**src/hw/rtl/sha1e_pkg.sv**
```systemverilog
// Shared types, constants and round functions of the SHA-1 hash engine.
`default_nettype none

package sha1e_pkg;

	typedef enum logic [2:0] {
		ST_IDLE,
		ST_PAD,
		ST_ROUND,
		ST_ADD,
		ST_COPY
	} state_t;

	localparam logic [4:0][31:0] H_INIT = {
		32'hC3D2E1F0, 32'h10325476, 32'h98BADCFE, 32'hEFCDAB89, 32'h67452301
	};

	localparam logic [31:0] K_R0 = 32'h5A827999;
	localparam logic [31:0] K_R1 = 32'h6ED9EBA1;
	localparam logic [31:0] K_R2 = 32'h8F1BBCDC;
	localparam logic [31:0] K_R3 = 32'hCA62C1D6;

	localparam logic [7:0] PAD_MARK   = 8'h80;
	localparam logic [6:0] LAST_ROUND = 7'd79;
	localparam logic [5:0] LAST_POS   = 6'd63;
	localparam logic [5:0] LEN_POS    = 6'd56;
	localparam logic [2:0] LAST_IDX   = 3'd4;

	// control of the byte gather and schedule shift line
	typedef struct packed {
		logic       push;
		logic       word_end;
		logic [7:0] byte_val;
		logic       step;
	} msg_ctrl_t;

	// control of the round unit and chaining words
	typedef struct packed {
		logic       load;
		logic       step;
		logic       add;
		logic       init;
		logic [6:0] rnd;
	} core_ctrl_t;

	function automatic logic [31:0] round_k(input logic [6:0] rnd);
		logic [31:0] k;
		if (rnd < 7'd20) k = K_R0;
		else if (rnd < 7'd40) k = K_R1;
		else if (rnd < 7'd60) k = K_R2;
		else k = K_R3;
		return k;
	endfunction

	function automatic logic [31:0] round_f(input logic [6:0] rnd, input logic [31:0] b,
		input logic [31:0] c, input logic [31:0] d);
		logic [31:0] f;
		if (rnd < 7'd20) f = (b & c) | (~b & d);
		else if (rnd < 7'd40) f = b ^ c ^ d;
		else if (rnd < 7'd60) f = (b & c) | (b & d) | (c & d);
		else f = b ^ c ^ d;
		return f;
	endfunction

endpackage

`default_nettype wire

```
**src/hw/rtl/sha1e_msg.sv**
```systemverilog
// Byte gather into big-endian words and the 16-word message schedule shift line.
`default_nettype none

module sha1e_msg import sha1e_pkg::*; (
	input  wire logic        clk,
	input  wire msg_ctrl_t   ctrl,
	output logic [31:0]      w
);

	logic [23:0]       acc_q;
	logic [15:0][31:0] sched_q;
	logic [31:0]       mix;
	logic [31:0]       w_next;

	assign w      = sched_q[0];
	assign mix    = sched_q[13] ^ sched_q[8] ^ sched_q[2] ^ sched_q[0];
	assign w_next = {mix[30:0], mix[31]};

	always_ff @(posedge clk) begin
		if (ctrl.push) begin
			acc_q <= {acc_q[15:0], ctrl.byte_val};
			// the fourth byte closes a word: shift it in at the top
			if (ctrl.word_end) begin
				sched_q <= {{acc_q, ctrl.byte_val}, sched_q[15:1]};
			end
		end else if (ctrl.step) begin
			sched_q <= {w_next, sched_q[15:1]};
		end
	end

endmodule

`default_nettype wire

```
**src/hw/rtl/sha1e_core.sv**
```systemverilog
// Shared SHA-1 round unit with working variables and chaining words.
`default_nettype none

module sha1e_core import sha1e_pkg::*; (
	input  wire logic        clk,
	input  wire logic        arst_n,
	input  wire core_ctrl_t  ctrl,
	input  wire logic [31:0] w,
	output logic [4:0][31:0] h
);

	logic [4:0][31:0] h_q;
	logic [31:0]      a_q, b_q, c_q, d_q, e_q;
	logic [31:0]      tmp;

	assign h   = h_q;
	assign tmp = {a_q[26:0], a_q[31:27]} + round_f(ctrl.rnd, b_q, c_q, d_q) + e_q
		+ round_k(ctrl.rnd) + w;

	always_ff @(posedge clk or negedge arst_n) begin
		if (!arst_n) begin
			h_q <= H_INIT;
		end else if (ctrl.init) begin
			h_q <= H_INIT;
		end else if (ctrl.add) begin
			h_q[0] <= h_q[0] + a_q;
			h_q[1] <= h_q[1] + b_q;
			h_q[2] <= h_q[2] + c_q;
			h_q[3] <= h_q[3] + d_q;
			h_q[4] <= h_q[4] + e_q;
		end
	end

	always_ff @(posedge clk) begin
		if (ctrl.load) begin
			a_q <= h_q[0];
			b_q <= h_q[1];
			c_q <= h_q[2];
			d_q <= h_q[3];
			e_q <= h_q[4];
		end else if (ctrl.step) begin
			a_q <= tmp;
			b_q <= a_q;
			c_q <= {b_q[1:0], b_q[31:2]};
			d_q <= c_q;
			e_q <= d_q;
		end
	end

endmodule

`default_nettype wire

```
**src/hw/rtl/sha1e_obuf.sv**
```systemverilog
// Digest output buffer: holds five words and streams them out in order.
`default_nettype none

module sha1e_obuf import sha1e_pkg::*; (
	input  wire logic             clk,
	input  wire logic             arst_n,
	input  wire logic             load,
	input  wire logic [4:0][31:0] words,
	input  wire logic             ready,
	output logic                  valid,
	output logic [31:0]           data,
	output logic [2:0]            idx,
	output logic                  last
);

	logic [4:0][31:0] words_q;
	logic             busy_q;
	logic [2:0]       idx_q;

	assign valid = busy_q;
	assign data  = words_q[idx_q];
	assign idx   = idx_q;
	assign last  = (idx_q == LAST_IDX);

	always_ff @(posedge clk or negedge arst_n) begin
		if (!arst_n) begin
			busy_q <= 1'b0;
			idx_q  <= '0;
		end else if (load) begin
			busy_q <= 1'b1;
			idx_q  <= '0;
		end else if (busy_q && ready) begin
			if (idx_q == LAST_IDX) begin
				busy_q <= 1'b0;
				idx_q  <= '0;
			end else begin
				idx_q <= idx_q + 3'd1;
			end
		end
	end

	always_ff @(posedge clk) begin
		if (load) begin
			words_q <= words;
		end
	end

endmodule

`default_nettype wire

```
**src/hw/rtl/sha1_hash_engine.sv**
```systemverilog
// SHA-1 hash engine top level: sequencer, padding and length insertion.
// A message byte that does not close a 64-byte block is taken while the engine is idle.
// A byte that closes a block holds the input while the 80 rounds run on the one
// shared round unit and the chaining words are updated.
// End of message: pad bytes up to the end of the block, a second padded block when
// the length does not fit, rounds and chaining update per final block, a copy step
// (held until the previous digest drains), then the five digest words at one per
// cycle while m_tready is high. Reset restores the initial chaining words and clears counts; schedule is not reset.
`default_nettype none

module sha1_hash_engine import sha1e_pkg::*; (
	input  wire logic        clk,
	input  wire logic        arst_n,
	input  wire logic        s_tvalid,
	output logic             s_tready,
	input  wire logic [7:0]  s_tdata,   // [7:0] data_byte
	input  wire logic        s_tuser,   // [0] byte_valid
	input  wire logic        s_tlast,
	output logic             m_tvalid,
	input  wire logic        m_tready,
	output logic [31:0]      m_tdata,   // [31:0] digest_word
	output logic [2:0]       m_tuser,   // [2:0] word_index
	output logic             m_tlast
);

	state_t           state_q, state_nxt;
	logic [5:0]       ptr_q;
	logic [60:0]      cnt_q;
	logic [63:0]      len_q;
	logic [6:0]       rnd_q;
	logic             fin_q, first_q, lenblk_q;
	logic             accept;
	logic             len_byte;
	logic [7:0]       pad_byte;
	logic             obuf_load;
	msg_ctrl_t        mctl;
	core_ctrl_t       cctl;
	logic [31:0]      w;
	logic [4:0][31:0] h;

	assign accept   = s_tvalid && s_tready;
	assign len_byte = lenblk_q && !first_q && (ptr_q >= LEN_POS);
	assign pad_byte = first_q ? PAD_MARK : (len_byte ? len_q[63:56] : 8'h00);

	always_comb begin
		state_nxt     = state_q;
		s_tready      = 1'b0;
		obuf_load     = 1'b0;
		mctl          = '0;
		cctl          = '0;
		cctl.rnd      = rnd_q;
		mctl.word_end = (ptr_q[1:0] == 2'd3);
		unique case (state_q)
			ST_IDLE: begin
				s_tready = 1'b1;
				if (s_tvalid) begin
					if (s_tuser) begin
						mctl.push     = 1'b1;
						mctl.byte_val = s_tdata;
					end
					if (s_tuser && (ptr_q == LAST_POS)) begin
						state_nxt = ST_ROUND;
						cctl.load = 1'b1;
					end else if (s_tlast) begin
						state_nxt = ST_PAD;
					end
				end
			end
			ST_PAD: begin
				mctl.push     = 1'b1;
				mctl.byte_val = pad_byte;
				if (ptr_q == LAST_POS) begin
					state_nxt = ST_ROUND;
					cctl.load = 1'b1;
				end
			end
			ST_ROUND: begin
				cctl.step = 1'b1;
				mctl.step = 1'b1;
				if (rnd_q == LAST_ROUND) state_nxt = ST_ADD;
			end
			ST_ADD: begin
				cctl.add = 1'b1;
				if (!fin_q) state_nxt = ST_IDLE;
				else if (lenblk_q) state_nxt = ST_COPY;
				else state_nxt = ST_PAD;
			end
			ST_COPY: begin
				// wait until the previous digest has drained
				if (!m_tvalid) begin
					obuf_load = 1'b1;
					cctl.init = 1'b1;
					state_nxt = ST_IDLE;
				end
			end
			default: state_nxt = ST_IDLE;
		endcase
	end

	always_ff @(posedge clk or negedge arst_n) begin
		if (!arst_n) begin
			state_q  <= ST_IDLE;
			ptr_q    <= '0;
			cnt_q    <= '0;
			rnd_q    <= '0;
			fin_q    <= 1'b0;
			first_q  <= 1'b0;
			lenblk_q <= 1'b0;
		end else begin
			state_q <= state_nxt;
			unique case (state_q)
				ST_IDLE: begin
					if (accept && s_tuser) begin
						ptr_q <= ptr_q + 6'd1;
						cnt_q <= cnt_q + 61'd1;
					end
					if (accept && s_tlast) begin
						fin_q   <= 1'b1;
						first_q <= 1'b1;
					end
				end
				ST_PAD: begin
					ptr_q   <= ptr_q + 6'd1;
					first_q <= 1'b0;
					// mark below the length field: length goes in this block
					if (first_q && (ptr_q < LEN_POS)) lenblk_q <= 1'b1;
				end
				ST_ROUND: begin
					rnd_q <= (rnd_q == LAST_ROUND) ? 7'd0 : rnd_q + 7'd1;
				end
				ST_ADD: begin
					// mark fell into the length field: length goes in the next block
					if (fin_q && !lenblk_q && !first_q) lenblk_q <= 1'b1;
				end
				ST_COPY: begin
					if (!m_tvalid) begin
						ptr_q    <= '0;
						cnt_q    <= '0;
						fin_q    <= 1'b0;
						first_q  <= 1'b0;
						lenblk_q <= 1'b0;
					end
				end
				default: ;
			endcase
		end
	end

	always_ff @(posedge clk) begin
		if (accept && s_tlast) begin
			len_q <= {cnt_q + {60'd0, s_tuser}, 3'b000};
		end else if ((state_q == ST_PAD) && len_byte) begin
			len_q <= {len_q[55:0], 8'h00};
		end
	end

	sha1e_msg u_msg (
		.clk  (clk),
		.ctrl (mctl),
		.w    (w)
	);

	sha1e_core u_core (
		.clk    (clk),
		.arst_n (arst_n),
		.ctrl   (cctl),
		.w      (w),
		.h      (h)
	);

	sha1e_obuf u_obuf (
		.clk    (clk),
		.arst_n (arst_n),
		.load   (obuf_load),
		.words  (h),
		.ready  (m_tready),
		.valid  (m_tvalid),
		.data   (m_tdata),
		.idx    (m_tuser),
		.last   (m_tlast)
	);

endmodule

`default_nettype wire

```
**config.mk**
```make
export PLATFORM = sky130hd
export DESIGN_NAME = sha1_hash_engine
export DESIGN_NICKNAME = d
export VERILOG_FILES = /design/src/hw/rtl/sha1e_pkg.sv /design/src/hw/rtl/sha1e_msg.sv /design/src/hw/rtl/sha1e_core.sv /design/src/hw/rtl/sha1e_obuf.sv /design/src/hw/rtl/sha1_hash_engine.sv
export SDC_FILE = /design/constraint.sdc
export NUM_CORES = 2
export LEC_CHECK = 0
export ABC_AREA = 1
export BUFFER_PORTS_ARGS = -buffer_cell sky130_fd_sc_hd__buf_4
export CAP_MARGIN = 10
export CORE_AREA = 2 2 505 356
export DETAILED_ROUTE_END_ITERATION = 16
export DIE_AREA = 0 0 507 358
export GPL_ROUTABILITY_DRIVEN = 0
export SETUP_SLACK_MARGIN = 0.4
export SLEW_MARGIN = 20
export SYNTH_ARGS = -nofsm -noshare
export SYNTH_HDL_FRONTEND = slang
export SYNTH_SLANG_ARGS = --single-unit
```
**constraint.sdc**
```tcl
create_clock -name clk -period 112.1 [get_ports clk]
set_input_delay 5.605 -clock clk [delete_from_list [all_inputs] [get_ports clk]]
set_output_delay 5.605 -clock clk [all_outputs]
set_load 0.005 [all_outputs]
```
# Yosys cells after proc, flatten, opt, wreduce, memory -nomap -nowiden
# Index checks and enable logic that the tools add are counted.
# totals
regBits	1161
output_inout_bits	38
# classes
add_sub_neg	14
n_reduce_logical	31
order_cmp	6
n_bitwise	13
n_eq_ne	18
mux	71
# op_table
cell	count
512-bit two-way mux	3
32-bit two-way mux	16
160-bit two-way mux	2
32-bit adder	9
32-bit bitwise XOR	5
32-bit AND	4
64-bit two-way mux	2
61-bit two-way mux	2
61-bit case mux with 2 select lines	1
32-bit binary-select mux with 3-bit select	1
32-bit bitwise OR	3
61-bit by 1-bit adder with 61-bit output	1
61-bit by 1-bit adder with 61-bit output, second input constant	1
3-bit two-way mux	11
8-bit two-way mux	4
32-bit NOT	1
31-bit two-way mux	1
2-bit inequality test, second input constant	9
6-bit case mux with 3 select lines	1
1-bit two-way mux	17
8-bit case mux with 2 select lines	1
3-bit case mux with 5 select lines	1
7-bit by 6-bit < comparator with 1-bit output, second input constant	2
2-bit nonzero test	7
26 further kinds	48

# Logic depth before layout (Yosys ltp)
# depth
ltp_word	12
depth_mapped	29

# By module
# From an unflattened synthesis, not the netlist that was laid out.
# unflattened
cells_unflattened	7005
hier_area_um2	63674.8
# modules_own_cells
mod	area_per_inst_um2	cells_each	n_inst
sha1e_core	29423.2	4171	1
sha1e_msg	18889.4	1123	1
sha1_hash_engine	8933.6	1209	1
sha1e_obuf	6428.7	502	1

# Least setup slack after synthesis
# OpenSTA, ideal clock, no wires.
# synth_timing
path_type	input to register
startpoint	input s_tuser
endpoint	register u_msg.sched_q[100] (netlist bit) (enable)
setup_slack_ns	68.551
n_path_buf	0
path_stages	4
setup_ns	2.096
arrival_time_ns	41.453
required_ns	110.004
cell_sequence	nand2_1 -> nor2_2 -> nor2_1 -> o21ai_0
# synth_via
elab_chain_cells	5
# synth_lines
element	line	source
start, declared	sha1_hash_engine.sv:17	input wire logic s_tuser,
1-bit two-way mux (*)	sha1_hash_engine.sv:57	if (s_tuser) begin
1-bit two-way mux (*)	sha1_hash_engine.sv:56	if (s_tvalid) begin
1-bit case mux with 2 select lines (*)	sha1_hash_engine.sv:53	unique case (state_q)
2-bit inequality test (no source line) / 2-bit nonzero test (equally long branches)	-	
2-bit AND reduction (no source line) (*)	-	
end signal, assigned	sha1e_msg.sv:24	sched_q <= {{acc_q, ctrl.byte_val}, sched_q[15:1]};
end signal, assigned	sha1e_msg.sv:27	sched_q <= {w_next, sched_q[15:1]};
end, declared	sha1e_msg.sv:11	logic [15:0][31:0] sched_q;
# Mark *: on every way between the ends. The rest lies on a longest branch, timed or not.
# A chain may end at the register's enable or synchronous reset.

# Worst setup path after layout
# layout_timing
startpoint	register u_obuf.idx_q[1] (netlist: u_obuf.idx[1])
endpoint	output m_tdata[12]
# layout_via
elab_chain_cells	2
# layout_lines
element	line	source
start, declared	sha1e_obuf.sv:18	logic [2:0] idx_q;
start signal, assigned	sha1e_obuf.sv:37	idx_q <= idx_q + 3'd1;
32-bit binary-select mux with 3-bit select	sha1e_obuf.sv:21	assign data = words_q[idx_q];
32-bit two-way mux (implied by the code)	sha1e_obuf.sv:21	
end, declared	sha1_hash_engine.sv:21	output logic [31:0] m_tdata,
# No other way between the ends. The select of a mux whose other input is x is not followed.

==> results.sh <==
export IMPL_status="finished clean"
export IMPL_cts_max_level=3
export IMPL_ff2ff_path_depth=19
export IMPL_syn_area_per_cell_um2=9.46
export IMPL_die_w_um=507
export IMPL_clkSinkCount=1161
export IMPL_portBuffers=51
export IMPL_timing_final_crit_share_pct=8.43
export IMPL_clkTransAtPathRegs_ns=0.07
export IMPL_synth_edf_count=917
export IMPL_cts_tree="yes"
export IMPL_grt_pass1_wl_mm=282
export IMPL_p_total_mw=1.80
export IMPL_clk_path_buf_depth=3
export IMPL_worst_slew_pin_slew_ns=1.25
export IMPL_start_kind="flop"
export IMPL_ant_nets=0
export IMPL_grt_pass1_vias=42800
export IMPL_overflow=0
export IMPL_ir_drop_uv=20.2
export IMPL_synth_nets=6843
export IMPL_routed_via_count=47600
export IMPL_cts_setup_buffers=0
export IMPL_die_area_mm2=0.182
export IMPL_synth_warnings=0
export IMPL_crit_fanout=35
export IMPL_fin_crit_ns=9.44
export IMPL_first_iter_violations=6801
export IMPL_synthFlopType="edfxtp_1"
export IMPL_grt_usage_pct=20.8
export IMPL_synth_area_mm2=0.0615
export IMPL_setup_violations=0
export IMPL_cap_violations=0
export IMPL_seq_area_frac_synth_pct=54.9
export IMPL_power_density_mw_per_mm2=26.3
export IMPL_async_reset_ff_share_pct=21.0
export IMPL_antenna_found_initial=15
export IMPL_drive_gt1_share_pct=6.27
export IMPL_grt_max_degree=209
export IMPL_critPathKind="flop to output port"
export IMPL_rsz0062_at_grt="false"
export IMPL_drcViolationCount=0
export IMPL_wl_per_cell_um=21.4
export IMPL_min_path_cells=0
export IMPL_critPathSlowestCell="clkinv_1"
export IMPL_clock_latency_ns=0.77
export IMPL_cts_resized=0
export IMPL_hold_buffers=0
export IMPL_core_area_mm2=0.176
export IMPL_cts_made_buffers=110
export IMPL_worstReg2RegStart="rnd_q[4]"
export IMPL_wl_mm=193
export IMPL_drt_first_pass_iters=7
export IMPL_cpPeakStageDelay_ns=0.77
export IMPL_cp_common_cell="buf_4"
export IMPL_endpoint_kind="output port"
export IMPL_start_util_pct=34.9
export IMPL_tns_ns=0
export IMPL_routed_via_density=5.28
export IMPL_worstPathRequired_ns=106.49
export IMPL_cp_arrival_ns=3.84
export IMPL_dp_hpwl_mm=144
export IMPL_relSlewSlack_pct=16.0
export IMPL_synth_seq_cells=1161
export IMPL_report_final_slew_viol_count=0
export IMPL_fin_nets=6897
export IMPL_cts_root_buffer="clkbuf_16"
export IMPL_core_rowCount=129
export IMPL_syn_to_final_growth_pct=11.3
export IMPL_fmax_mhz=106
export IMPL_critPathLaunch="u_obuf.idx[1]"
export IMPL_hold_start="u_msg.sched_q[109]"
export IMPL_io_pin_count=52
export IMPL_min_delay_path_class="flop to flop"
export IMPL_rrSetupSlack_ns=105.15
export IMPL_finalHoldViolCount=0
export IMPL_syn_inst=6502
export IMPL_cp_cell_sequence="buf_4 > clkinv_1 > buf_4 > nand3_1 > buf_4 > o21ai_0 > buf_4"
export IMPL_die_y_um=358
export IMPL_clock_skew_ns=0.0682
export IMPL_ys_types=55
export IMPL_power_leakage_nw=28.4
## worst max-delay path, delay by kind of cell, from the launching register on
| kind | cells | cell delay [ns] |
|---|---|---|
| buf+inv | 5 | 2.28 |
| compound gates | 1 | 0.23 |
| flops | 1 | 0.32 |
| simple gates | 1 | 0.13 |
## logic make-up after synthesis
| kind of cell | share of synthesized area, % |
|---|---|
| compound gates | 8.93 |
| simple gates | 18.3 |
| flops | 54.9 |
| fa+ha+maj | 8.11 |
| xor+xnor | 3.06 |
| buf+inv | 6.75 |
## path summary, 6_finish.rpt
check                                     to
min                        u_msg.sched_q[77]
max in group asynchronous          cnt_q[22]
min in group asynchronous      u_core.h[125]
max reg2reg                   u_core.a_q[31]
max                              m_tdata[12]
min reg2reg                u_msg.sched_q[77]
## state kept, by name, indices dropped and copies added (netlist names), 32 cells and up
| name | flops |
|---|---|
| u_core.d_q | 32 |
| u_core.a_q | 32 |
| u_msg.sched_q | 480 |
| u_core.c_q | 32 |
| len_q | 61 |
| u_core.b_q | 32 |
| cnt_q | 61 |
| u_msg.w | 32 |
| u_core.h | 160 |
| u_obuf.words_q | 160 |
| u_core.e_q | 32 |
## cells in the mapped netlist, types with 15 or more instances
master    instances  area share, %
nand2_1        1651             10
dfrtp_1         164            6.7
edfxtp_1        917             45
xnor2_1         121            1.7
nand3_1         345            2.8
o22ai_1          56           0.57
o21bai_1         37           0.45
inv_1           924            5.6
clkbuf_1         91           0.56
o211ai_1         15           0.18
nor3_1           68           0.55
a21oi_1         374            3.0
dfstp_2          80            3.4
ha_1            208            4.2
xor2_1           94            1.3
a221o_1          31           0.50
o21ai_0         432            3.5
buf_2            43           0.35
nor2_1          470            2.9
fa_1            119            3.9
nand4_1          96           0.98
## through the flow
| stage | util, % | cell area [µm²] | instances | setup slack, ns | hold slack, ns |
|---|---|---|---|---|---|
| after floorplan | - | 61500 | 6502 | 68.55 | 0.400 |
| after global placement | 36.6 | 64600 | 8802 | 102.17 | 0.400 |
| after detailed placement | 36.6 | 64600 | 8802 | 102.08 | 0.405 |
| after CTS | 38.8 | 68400 | 9010 | 102.72 | 0.382 |
| after global routing | 38.8 | 68400 | 9011 | 102.57 | 0.396 |
| final | 38.8 | 68400 | 9015 | 102.66 | 0.386 |
## placed cells by master, fill, tap and decap left out, types with 7 or more instances in the layout
cell type   count
o21ai_0       431
or2_2          14
nand3b_1       13
ha_1          208
o22ai_1        56
bufinv_16      13
clkinvlp_4     14
o21a_1          7
inv_2           7
clkinv_2       25
clkbuf_16     114
clkbuf_1       16
o211ai_1       15
o21bai_1       37
edfxtp_1      917
o21ai_1         8
fa_1          119
dfrtp_1       163
xor2_1         94
nand4_1        96
nor4_1          9
and2_1          7
a221o_1        31
xnor2_1       121
nor2_2         14
clkinv_1       17
nor2_1        470
a21o_1          7
nor3_1         68
a31oi_1        10
inv_1         922
dfstp_2        80
buf_4          84
a21oi_1       373
nand3_1       344
nand2_1      1648
## power breakdown
group	total, mW	internal, mW	switching, mW
registers	0.712	0.628	0.0830
clock network	0.397	0.221	0.175
logic	0.688	0.217	0.472
## layer usage
metal  vias to the layer above  share of wire [%]  global-route usage [%]
met5                         -              0.041                       0
met4                        14                2.8                    5.86
met3                       295                 15                    8.74
met2                      2770                 38                    26.7
met1                     22700                 45                    31.4
li1                      21800                  -                       -
## layout make-up
cell class                      count  area, µm²
Multi-Input combinational cell   4255      23700
Antenna cell                        5       12.5
Timing Repair Buffer               88        697
Fill cell                       17300     108000
Sequential cell                  1161      33700
Clock inverter                     73        833
Tap cell                         2358       2950
Inverter                          940       3540
Clock buffer                      135       2980
Power figures use the tool's default switching activity.
